## config.mk

```make
export PLATFORM = sky130hd
export DESIGN_NAME = farc_ctrl
export DESIGN_NICKNAME = d
export VERILOG_FILES = /design/src/design/farc_pkg.sv /design/src/design/farc_ctrl.sv
export SDC_FILE = /design/constraint.sdc
export NUM_CORES = 1
export LEC_CHECK = 0
export ABC_AREA = 1
export BUFFER_PORTS_ARGS = -buffer_cell sky130_fd_sc_hd__clkbuf_2
export CAP_MARGIN = 0
export CORE_AREA = 5 5 42 44
export DETAILED_ROUTE_END_ITERATION = 7
export DIE_AREA = 0 0 47 49
export PLACE_DENSITY_LB_ADDON = 0.25
export REMOVE_ABC_BUFFERS = 1
export SYNTH_ARGS = -nofsm -noshare
export SYNTH_HDL_FRONTEND = slang
export SYNTH_SLANG_ARGS = --single-unit
```

## constraint.sdc

```tcl
create_clock -name clk -period 3.5 [get_ports clk]
set_clock_uncertainty 0.05 [all_clocks]
set_input_delay 0.7 -clock clk [delete_from_list [all_inputs] [get_ports clk]]
set_output_delay 0.7 -clock clk [all_outputs]
set_load 0.01 [all_outputs]
```

## src/design/farc_pkg.sv

```systemverilog
package farc_pkg;

    // Fixed formats of the block's fields and internal arithmetic.
    localparam int DATA_W   = 32;
    localparam int FRAC_W   = 16;
    localparam int TIME_W   = 31;
    localparam int ANGLE_W  = 14;
    localparam int MUL_W    = 34;
    localparam int PROD_W   = 2 * MUL_W;
    localparam int WIDE_W   = 128;
    localparam int DEN_W    = 64;
    localparam int CFG_IDX_W = 2;

    // pi/180 in Q30.
    localparam logic [24:0] DEG_TO_RAD_Q30 = 25'd18740330;
    // Seven degrees in radians, Q16.16.
    localparam int BETA_MAX = 8007;

    typedef enum logic [CFG_IDX_W-1:0] {
        REG_START_TIME       = 2'd0,
        REG_VELOCITY_GAIN    = 2'd1,
        REG_ACCEL_GAIN       = 2'd2,
        REG_INTEGRATION_MODE = 2'd3
    } cfg_reg_t;

    typedef enum logic {
        OP_COMPUTE = 1'b0,
        OP_ADVANCE = 1'b1
    } op_t;

    typedef enum logic {
        MODE_EULER = 1'b0,
        MODE_BDF2  = 1'b1
    } mode_t;

    typedef enum logic [4:0] {
        CMD_NOP,
        CMD_LATCH,
        CMD_ADVANCE,
        CMD_HOLD,
        CMD_MUL_VEL,
        CMD_MUL_ACC,
        CMD_RATE_SUM,
        CMD_MUL_DEG,
        CMD_RAD,
        CMD_MUL_INC,
        CMD_INC,
        CMD_MUL_HH,
        CMD_MUL_DEN,
        CMD_MUL_A_LO,
        CMD_MUL_A_HI,
        CMD_MUL_T_LO,
        CMD_MUL_T_HI,
        CMD_T_DONE,
        CMD_MUL_B0,
        CMD_MUL_B1,
        CMD_MUL_B2,
        CMD_B_DONE,
        CMD_SIGNS,
        CMD_SUM_N,
        CMD_ABS_N,
        CMD_DIV_START,
        CMD_DELTA,
        CMD_FINISH,
        CMD_OUT_LOAD
    } cmd_t;

    typedef enum logic [4:0] {
        ST_IDLE,
        ST_DECIDE,
        ST_MUL_ACC,
        ST_RATE_SUM,
        ST_MUL_DEG,
        ST_RAD,
        ST_MUL_INC,
        ST_INC,
        ST_MUL_HH,
        ST_MUL_DEN,
        ST_MUL_A_LO,
        ST_MUL_A_HI,
        ST_MUL_T_LO,
        ST_MUL_T_HI,
        ST_T_DONE,
        ST_MUL_B0,
        ST_MUL_B1,
        ST_MUL_B2,
        ST_B_DONE,
        ST_SIGNS,
        ST_SUM_N,
        ST_ABS_N,
        ST_DIV_START,
        ST_DIV_WAIT,
        ST_DELTA,
        ST_FINISH,
        ST_OUT
    } state_t;

    typedef struct packed {
        logic advance;
        logic computed;
        logic after_start;
        logic use_euler;
        logic div_done;
        logic out_free;
    } farc_status_t;

endpackage

```

## src/design/farc_ctrl.sv

```systemverilog
module farc_ctrl (
    input  logic                   clk,
    input  logic                   rst_n,
    input  logic                   item_valid,
    output logic                   item_ready,
    input  farc_pkg::farc_status_t status,
    output farc_pkg::cmd_t         cmd
);

    farc_pkg::state_t state_reg, state_next;

    always_ff @(posedge clk or negedge rst_n)
    begin
        if (!rst_n)
        begin
            state_reg <= farc_pkg::ST_IDLE;
        end
        else
        begin
            state_reg <= state_next;
        end
    end

    // Next state.
    always_comb
    begin
        state_next = state_reg;
        case (state_reg)
            farc_pkg::ST_IDLE:
            begin
                if (item_valid)
                begin
                    state_next = farc_pkg::ST_DECIDE;
                end
            end
            farc_pkg::ST_DECIDE:
            begin
                if (status.advance || status.computed || !status.after_start)
                begin
                    state_next = farc_pkg::ST_OUT;
                end
                else
                begin
                    state_next = farc_pkg::ST_MUL_ACC;
                end
            end
            farc_pkg::ST_MUL_ACC:   state_next = farc_pkg::ST_RATE_SUM;
            farc_pkg::ST_RATE_SUM:  state_next = farc_pkg::ST_MUL_DEG;
            farc_pkg::ST_MUL_DEG:   state_next = farc_pkg::ST_RAD;
            farc_pkg::ST_RAD:       state_next = farc_pkg::ST_MUL_INC;
            farc_pkg::ST_MUL_INC:   state_next = farc_pkg::ST_INC;
            farc_pkg::ST_INC:
            begin
                state_next = status.use_euler ? farc_pkg::ST_FINISH : farc_pkg::ST_MUL_HH;
            end
            farc_pkg::ST_MUL_HH:    state_next = farc_pkg::ST_MUL_DEN;
            farc_pkg::ST_MUL_DEN:   state_next = farc_pkg::ST_MUL_A_LO;
            farc_pkg::ST_MUL_A_LO:  state_next = farc_pkg::ST_MUL_A_HI;
            farc_pkg::ST_MUL_A_HI:  state_next = farc_pkg::ST_MUL_T_LO;
            farc_pkg::ST_MUL_T_LO:  state_next = farc_pkg::ST_MUL_T_HI;
            farc_pkg::ST_MUL_T_HI:  state_next = farc_pkg::ST_T_DONE;
            farc_pkg::ST_T_DONE:    state_next = farc_pkg::ST_MUL_B0;
            farc_pkg::ST_MUL_B0:    state_next = farc_pkg::ST_MUL_B1;
            farc_pkg::ST_MUL_B1:    state_next = farc_pkg::ST_MUL_B2;
            farc_pkg::ST_MUL_B2:    state_next = farc_pkg::ST_B_DONE;
            farc_pkg::ST_B_DONE:    state_next = farc_pkg::ST_SIGNS;
            farc_pkg::ST_SIGNS:     state_next = farc_pkg::ST_SUM_N;
            farc_pkg::ST_SUM_N:     state_next = farc_pkg::ST_ABS_N;
            farc_pkg::ST_ABS_N:     state_next = farc_pkg::ST_DIV_START;
            farc_pkg::ST_DIV_START: state_next = farc_pkg::ST_DIV_WAIT;
            farc_pkg::ST_DIV_WAIT:
            begin
                if (status.div_done)
                begin
                    state_next = farc_pkg::ST_DELTA;
                end
            end
            farc_pkg::ST_DELTA:     state_next = farc_pkg::ST_FINISH;
            farc_pkg::ST_FINISH:    state_next = farc_pkg::ST_OUT;
            farc_pkg::ST_OUT:
            begin
                if (status.out_free)
                begin
                    state_next = farc_pkg::ST_IDLE;
                end
            end
            default:                state_next = farc_pkg::ST_IDLE;
        endcase
    end

    // Commands to the datapath.
    always_comb
    begin
        cmd = farc_pkg::CMD_NOP;
        case (state_reg)
            farc_pkg::ST_IDLE:
            begin
                if (item_valid)
                begin
                    cmd = farc_pkg::CMD_LATCH;
                end
            end
            farc_pkg::ST_DECIDE:
            begin
                if (status.advance)
                begin
                    cmd = farc_pkg::CMD_ADVANCE;
                end
                else if (status.computed)
                begin
                    cmd = farc_pkg::CMD_NOP;
                end
                else if (!status.after_start)
                begin
                    cmd = farc_pkg::CMD_HOLD;
                end
                else
                begin
                    cmd = farc_pkg::CMD_MUL_VEL;
                end
            end
            farc_pkg::ST_MUL_ACC:   cmd = farc_pkg::CMD_MUL_ACC;
            farc_pkg::ST_RATE_SUM:  cmd = farc_pkg::CMD_RATE_SUM;
            farc_pkg::ST_MUL_DEG:   cmd = farc_pkg::CMD_MUL_DEG;
            farc_pkg::ST_RAD:       cmd = farc_pkg::CMD_RAD;
            farc_pkg::ST_MUL_INC:   cmd = farc_pkg::CMD_MUL_INC;
            farc_pkg::ST_INC:       cmd = farc_pkg::CMD_INC;
            farc_pkg::ST_MUL_HH:    cmd = farc_pkg::CMD_MUL_HH;
            farc_pkg::ST_MUL_DEN:   cmd = farc_pkg::CMD_MUL_DEN;
            farc_pkg::ST_MUL_A_LO:  cmd = farc_pkg::CMD_MUL_A_LO;
            farc_pkg::ST_MUL_A_HI:  cmd = farc_pkg::CMD_MUL_A_HI;
            farc_pkg::ST_MUL_T_LO:  cmd = farc_pkg::CMD_MUL_T_LO;
            farc_pkg::ST_MUL_T_HI:  cmd = farc_pkg::CMD_MUL_T_HI;
            farc_pkg::ST_T_DONE:    cmd = farc_pkg::CMD_T_DONE;
            farc_pkg::ST_MUL_B0:    cmd = farc_pkg::CMD_MUL_B0;
            farc_pkg::ST_MUL_B1:    cmd = farc_pkg::CMD_MUL_B1;
            farc_pkg::ST_MUL_B2:    cmd = farc_pkg::CMD_MUL_B2;
            farc_pkg::ST_B_DONE:    cmd = farc_pkg::CMD_B_DONE;
            farc_pkg::ST_SIGNS:     cmd = farc_pkg::CMD_SIGNS;
            farc_pkg::ST_SUM_N:     cmd = farc_pkg::CMD_SUM_N;
            farc_pkg::ST_ABS_N:     cmd = farc_pkg::CMD_ABS_N;
            farc_pkg::ST_DIV_START: cmd = farc_pkg::CMD_DIV_START;
            farc_pkg::ST_DELTA:     cmd = farc_pkg::CMD_DELTA;
            farc_pkg::ST_FINISH:    cmd = farc_pkg::CMD_FINISH;
            farc_pkg::ST_OUT:
            begin
                if (status.out_free)
                begin
                    cmd = farc_pkg::CMD_OUT_LOAD;
                end
            end
            default:                cmd = farc_pkg::CMD_NOP;
        endcase
    end

    assign item_ready = (state_reg == farc_pkg::ST_IDLE);

endmodule

```

[After elaboration in Yosys (flattened, before gate mapping)]
Cells that the tools add are included.
W data, S select, Z words.
Storage, ports and cells
  bits in registers: 5
  bits in latches: 0
  RAM bits: 0
  memory bits (read-only): 0
  output and inout bits: 6
  memories: 0
Operators by class
  $add $sub $neg: 0
  multiply operators: 0
  div/mod/pow operators: 0
  order comparisons: 0
  eq/ne operators: 29
  shift operators: 0
  mux-type cells: 12
  bitwise operators: 0
  reductions and logical operators: 5
Operators by type and width (count)
  $pmux W5 S27: 1
  $pmux W5 S26: 1
  $eq A5 B5 Y1 const B: 11
  $eq A5 B4 Y1 const B: 8
  $mux W5: 6
  $eq A5 B3 Y1 const B: 4
  $eq A5 B2 Y1 const B: 2
  $mux W3: 3
  $ne A2 B2 Y1 const B: 3
  $eq A5 B1 Y1 const B: 1
  $logic_not A5 Y1: 1
  $reduce_and A3 Y1: 1
  $logic_or A1 B1 Y1: 2
  $logic_not A1 Y1: 1
  $mux W1: 1

[Logic depth before layout (Yosys ltp)]
Gate-level depths: netlist of run 1.
  depth after elaboration: 4
  mapped depth: 9

[Least setup slack after synthesis of run 1]
OpenSTA, ideal clock, no wires.
  kind: reg-to-output
  start point: register state_reg[1]
  end point: output port cmd[2]
  arrival time: 1.240 ns
  data required time: 2.750 ns
  setup slack: 1.510 ns
  stages on the path, launching flop included: 6
  path buffers: 0
  cells stage by stage: dfrtp_1 nor2_1 nand2_1 o22ai_1 nor2_1 nand4_1
On the way
  longest elaborated chain between the ends: 2
Ends and longest elaborated chain
  start, declared: RTL line farc_ctrl.sv:10  | farc_pkg::state_t state_reg, state_next;
  start signal, assigned: RTL line farc_ctrl.sv:16  | state_reg <= farc_pkg::ST_IDLE;
  start signal, assigned: RTL line farc_ctrl.sv:20  | state_reg <= state_next;
  $eq A5 B5 Y1 (tied with other cells): RTL line farc_ctrl.sv:95  | case (state_reg)
  $pmux W5 S26 (*): RTL line farc_ctrl.sv:95
  end, declared: RTL line farc_ctrl.sv:7  | output farc_pkg::cmd_t cmd
Mark *: on every way between the ends. The rest lies on a longest branch, timed or not.

[Final worst setup path of run 1]
Same ends and word-level chain as after synthesis.

==> results of run 1 <==
-- layer usage --
metal	wire length, um	part of all wire
met1	900	0.42
met2	995	0.47
met3	197	0.093
met4	25	0.012
met5	0	0
-- area by class of cell --
cell class                      count  area [um2]
Clock buffer                        4        26.3
Multi-Input combinational cell    124         556
Sequential cell                     5         125
Fill cell                         151         552
Inverter                           14        52.6
Tap cell                           16        20.0
Timing Repair Buffer               14        70.1
-- cell usage in the layout, fill, tap and decap left out --
master / n
nand2_1: 45
nor2_1: 31
nand3_1: 21
inv_1: 14
clkbuf_2: 14
nand4_1: 6
a21oi_1: 5
dfrtp_1: 5
o21ai_0: 3
clkbuf_4: 3
o22ai_1: 2
nor3_1: 2
nand3b_1: 2
nor2_2: 1
nand2_2: 1
nor2_4: 1
o21ai_1: 1
a211oi_1: 1
o21a_1: 1
and3_1: 1
clkbuf_1: 1
-- stage by stage --
stage	hold WS, ns	setup slack (ns)	instances
2_1_floorplan	0.354	1.51	143
3_3_place_gp	0.467	1.18	173
3_5_place_dp	0.469	1.19	173
4_1_cts	0.206	0.914	177
5_1_grt	0.203	0.635	177
6_report	0.214	0.872	177
-- critical path: stages (launching register included) --
cell,delay [ns]
dfrtp_1,0.44
nor2_1,0.33
nand2_1,0.19
o22ai_1,0.33
nor2_1,0.12
nand4_1,0.11
clkbuf_2,0.13
-- worst paths after layout --
kind,startpoint,to,slack (ns),cells past startpoint
max in group asynchronous,rst_n,state_reg[0],3.05,1
max reg2reg,state_reg[4],state_reg[0],1.82,7
min reg2reg,state_reg[2],state_reg[2],0.60,2
min,rst_n,state_reg[1],0.21,1
min in group clk,state_reg[2],state_reg[2],0.60,2
max,state_reg[1],cmd[2],0.87,6
-- logic make-up after synthesis --
group | after synthesis | synth area share
flip-flops | 5 | 0.169
AO/OA/AOI/OAI | 13 | 0.0983
buffers and inverters | 15 | 0.0780
AND/OR/NAND/NOR | 111 | 0.654
-- where the power goes --
group	total [W]	switching (W)	internal [W]
clock network	0.0000649	0.0000220	0.0000430
logic	0.000613	0.000399	0.000214
registers	0.000143	0.0000545	0.0000887
total	0.000821	0.000476	0.000345
==> key figures, run 1 <==
Outcome
  – Status: finished, final reports clean

Critical path
  – CP arrival: about 1.9 ns
  – Kind of end point of the critical path: output port
  – Worst EP required: 2.75 ns
  – Critical path class: reg2out
  – Max FO, Critical Path: 7
  – CP Launch Type: register

Synthesis
  – Mapped Cells: 144
  – Cell variety after synth: 19
  – Post-synth top area share: 0.229
  – Most common cell in the synthesized netlist: nand2_1
  – Top cells by count, synth: nand2_1, nor2_1, nand3_1
  – Top FF cell, synth: dfrtp_1
  – Syn avg cell area: between 5 and 6 um2
  – Number of enable flip-flop cells after synthesis: 0
  – YS warnings: 0
  – Ys async rst share: 1.00
  – Synthesized flop and latch total: 5
  – Top cells by area, synth: nand2_1, dfrtp_1, nor2_1, nand3_1, inv_1
  – Area leader, netlist: nand2_1
  – Post-Syn Area: between 700 and 800 um2
  – Seq/Total Area, Yosys: 0.169

Finish
  – Share of cells above drive strength 1: 0.124
  – Antenna diode count: 0
  – Final #Nets: around 170
  – Fin util: 0.606
  – Post-route cell area: ~850 um2
  – P&R area growth vs syn: 15.1%
  – Max reg flops: 5

GRT
  – M1 GR Usage: 0.314
  – Initial antenna violation count: 0
  – Largest net degree at the start of global routing: 13
  – M3 GR Usage: 0.0664
  – GRT overflow: 0
  – Via count of the first global-routing pass: 879
  – First-pass GRT wire length: 3730 um
  – Routing usage on met2: 0.305
  – GR Util All Layers: 0.212
  – Most Crowded Layer GR: met1

Worst hold path
  – Worst min-delay path category: in2async

Clocking
  – CTS resizes: 0
  – Root Driver: clkbuf_4
  – Clock Latency Late Sink: 0.24 ns
  – # H-tree levels: 1
  – Sink Count: 5
  – Num CTS Buffers: 3
  – CTS Hold Bufs: 0
  – CTS max path bufs: 2
  – CTS tree: done
  – Total setup buffers inserted after CTS: 0
  – Clock-pin transition on the worst setup and hold timing paths: 0.04 ns

Floorplanning
  – Initial core utilization: 0.527
  – Die Span X: 47 um
  – Core area: 1400 um2
  – Row Count: 14
  – Top Ports: 15
  – Die Area: 2300 um2
  – Die Y: 49 um

Timing
  – Highest clock rate: 381 MHz
  – RSZ-0062 raised after global routing: no
  – Tmin final: 2.63 ns
  – Final period util: 0.751
  – Total negative slack: 0 ns
  – Fin. Hold Viols: 0
  – Slew Limit Fails: 0
  – Slew at the pin closest to its max-slew limit: 0.373 ns
  – Slew Limit Headroom: 0.751
  – Number of setup violations in the final report: 0

Place
  – Port buffer count: 14
  – Post-DP Area: 823 um2
  – DP HPWL: around 1800 um
  – Final Wtd Congestion: 0.980

Drt
  – # DRC: 0
  – Antenna viol nets, final: 0
  – DRT Pass-1 Iters: 4
  – DRT iter0 DRCs: 50
  – Number of vias per cell: 5.75
  – Drt total wl: 2120 um
  – WL/cell: 12.0 um
  – DR vias: 1017

Power
  – Leak: between 0.5 and 0.6 nW
  – Power Dens Cells: 966 nW/um2
  – Total chip power: 0.000821 W
  – Max IR drop VDD: approximately 0.54 mV

Job
  – Max-cap viol count: 0
Power figures use the tool's default switching activity.
==> run 2, diff against run 1 <==
Settings changed: CORE_AREA 5 5 42 44 to not set, CORE_MARGIN set to 5, CORE_UTILIZATION set to 53, DIE_AREA 0 0 47 49 to not set.
Clock period 3.5 ns to 2.5 ns, I/O delays scaled along.
==> run 2 against run 1 <==
Against the previous run:
- die area is 2.8% lower
- utilization is 4.0 points higher
- combinational power is 43% higher
- critical endpoint is now cmd[4]
- largest cell class unchanged
==> key figures, run 2 (same netlist as run 1, synthesis figures left out) <==
Outcome
  – Status: finished, final reports clean

Timing
  – Slew at the pin closest to its max-slew limit: 0.366 ns (-0.00677 ns)
  – Worst Slack Setup Final: 0.174 ns (-0.698 ns)
  – Total negative slack: 0 ns (unchanged)
  – Tmin final: around 2.3 ns
  – Slew Limit Headroom: 0.755 (+0.00452)
  – Fin. Hold Viols: 0 (unchanged)
  – Hold slack: 0.0126 ns (-0.202 ns)
  – Final period util: 0.930
  – Highest clock rate: 430 MHz
  – Slew Limit Fails: 0 (unchanged)
  – Number of setup violations in the final report: 0 (unchanged)
  – RSZ-0062 raised after global routing: no

GRT
  – Via count of the first global-routing pass: 877 (-0.23%)
  – GR Util All Layers: 0.233 (+0.0204)
  – GRT overflow: 0 (unchanged)
  – Initial antenna violation count: 0 (unchanged)
  – First-pass GRT wire length: 3690 um (-1.1%)
  – Largest net degree at the start of global routing: 13 (unchanged)

Clocking
  – CTS tree: done
  – Clock Latency Late Sink: 0.25 ns (about the same)
  – Clock-pin transition on the worst setup and hold timing paths: 0.05 ns (about the same)
  – # H-tree levels: 1 (unchanged)
  – Root Driver: clkbuf_4
  – CTS resizes: 0 (unchanged)
  – Sink Count: 5 (unchanged)
  – Num CTS Buffers: 3 (unchanged)
  – Total setup buffers inserted after CTS: 0 (unchanged)
  – CTS max path bufs: 2 (unchanged)
  – CTS Hold Bufs: 0 (unchanged)

Floorplanning
  – Top Ports: 15 (unchanged)
  – Die Y: 47.3 um (-3.4%)
  – Die Area: 2240 um2 (-2.8%)
  – Core area: 1320 um2 (-6.0%)
  – Die Span X: 47.3 um (+0.68%)
  – Initial core utilization: 0.560 (+0.0335)
  – Row Count: 13 (-1)

Place
  – Post-DP Area: 822 um2 (-0.15%)
  – DP HPWL: 1830 um (+4.2%)
  – Port buffer count: 14 (unchanged)
  – Final Wtd Congestion: 0.990 (+1.1%)
  – Setup WS pre-CTS: 0.406 ns (-0.782 ns)

Critical path
  – Slowest cell on crit path: dfrtp_1
  – Worst Path Buf+Inv: 2 (+1)
  – Worst EP required: 1.95 ns (-0.80 ns)
  – Max FO, Critical Path: 12 (+5)
  – Critical path class: reg2out
  – CP arrival: 1.78 ns (-0.10 ns)
  – Top delay family on crit path: simple AND/OR/NAND/NOR gates
  – Kind of end point of the critical path: output port
  – Slowest stage delay, CP: 0.53 ns (+0.09 ns)
  – Crit path cell chain: inv_1 -> nor2_1 -> nand2_1 -> nand2_1 -> nor2_1 -> nand3_1 -> clkbuf_2
  – CP Launch Type: register

Drt
  – DR vias: 1044 (+2.7%)
  – WL/cell: 13.0 um (+8.7%)
  – DRT Pass-1 Iters: 5 (+1)
  – Drt total wl: 2290 um (+8.1%)
  – # DRC: 0 (unchanged)
  – Antenna viol nets, final: 0 (unchanged)
  – DRT iter0 DRCs: 63 (+26%)
  – Number of vias per cell: 5.93 (+3.2%)

Power
  – Clk pwr share: 0.081 (+0.002)
  – Net switching power: 0.000687 W (+44%)
  – Power Dens Cells: 1380 nW/um2 (+43%)
  – Max IR drop VDD: 0.691 mV (+29%)
  – Internal power: 0.000485 W (+41%)
  – Reg power frac: 0.172 (-0.003)
  – Comb power frac: 0.747 (about the same)
  – Total chip power: 0.00117 W (+43%)
  – Leak: 0.548 nW (about the same)
  – Switch share: 0.586 (+0.00653)

Finish
  – Area of the multi-input gates: 558 um2 (+0.45%)
  – Register area: 125 um2 (unchanged)
  – Max reg flops: 5 (unchanged)
  – P&R area growth vs syn: 15.3%
  – Commonest cells after routing, fill and taps aside: nand2_1, nor2_1, nand3_1, inv_1, clkbuf_2
  – Post-route cell area: 851 um2 (+0.15%)
  – Most common cell after layout, fill and taps aside: nand2_1
  – Filler cells: 136 (-9.9%)
  – Final #Nets: 171 (unchanged)
  – Antenna diode count: 0 (unchanged)
  – Share of cells above drive strength 1: 0.130 (+0.00621)

Worst hold path
  – Worst min-delay path category: in2async

Job
  – Max-cap viol count: 0 (unchanged)
[run 2: power by group through the flow]
stage | Combinational, W | Clock (W) | Sequential, W
2_1_floorplan | 0.000610 | 0 | 0.000183
3_3_place_gp | 0.000848 | 0 | 0.000197
3_5_place_dp | 0.000852 | 0 | 0.000196
4_1_cts | 0.000860 | 0.0000951 | 0.000195
5_1_grt | 0.000973 | 0.000102 | 0.000209
6_report | 0.000876 | 0.0000951 | 0.000201
[run 2: path summary, 6_finish.rpt]
kind / start / end / slack [ns] / depth (start not counted)
min in group clk: status[0] / state_reg[3] / 0.51 / 4
worst max-delay path: state_reg[4] / cmd[4] / 0.17 / 7
worst min-delay path: rst_n / state_reg[4] / 0.01 / 1
max in group asynchronous: rst_n / state_reg[3] / 2.25 / 1
worst max register to register: state_reg[4] / state_reg[3] / 0.79 / 7
worst min register to register: state_reg[2] / state_reg[2] / 0.60 / 2
[run 2: metal layers]
| layer | vias up | GRT usage | share of wire |
|---|---|---|---|
| li1 | 509 | - | - |
| met1 | 454 | 0.315 | 0.41 |
| met2 | 72 | 0.374 | 0.46 |
| met3 | 9 | 0.0307 | 0.10 |
| met4 | 0 | 0.0829 | 0.017 |
| met5 | - | 0 | 0 |
[run 2: layout make-up]
| cell class | count | share of cell area |
|---|---|---|
| multi-input combinational | 124 | 0.656 |
| clock buffer | 4 | 0.0309 |
| tap | 15 | 0.0221 |
| inverter | 14 | 0.0618 |
| sequential | 5 | 0.147 |
| timing repair buffer | 14 | 0.0824 |
[run 2: per-stage QoR]
stage	cells	utilization
after floorplan	143	-
after global placement	172	0.624
after detailed placement	172	0.624
after CTS	176	0.644
after global routing	176	0.646
final	176	0.646
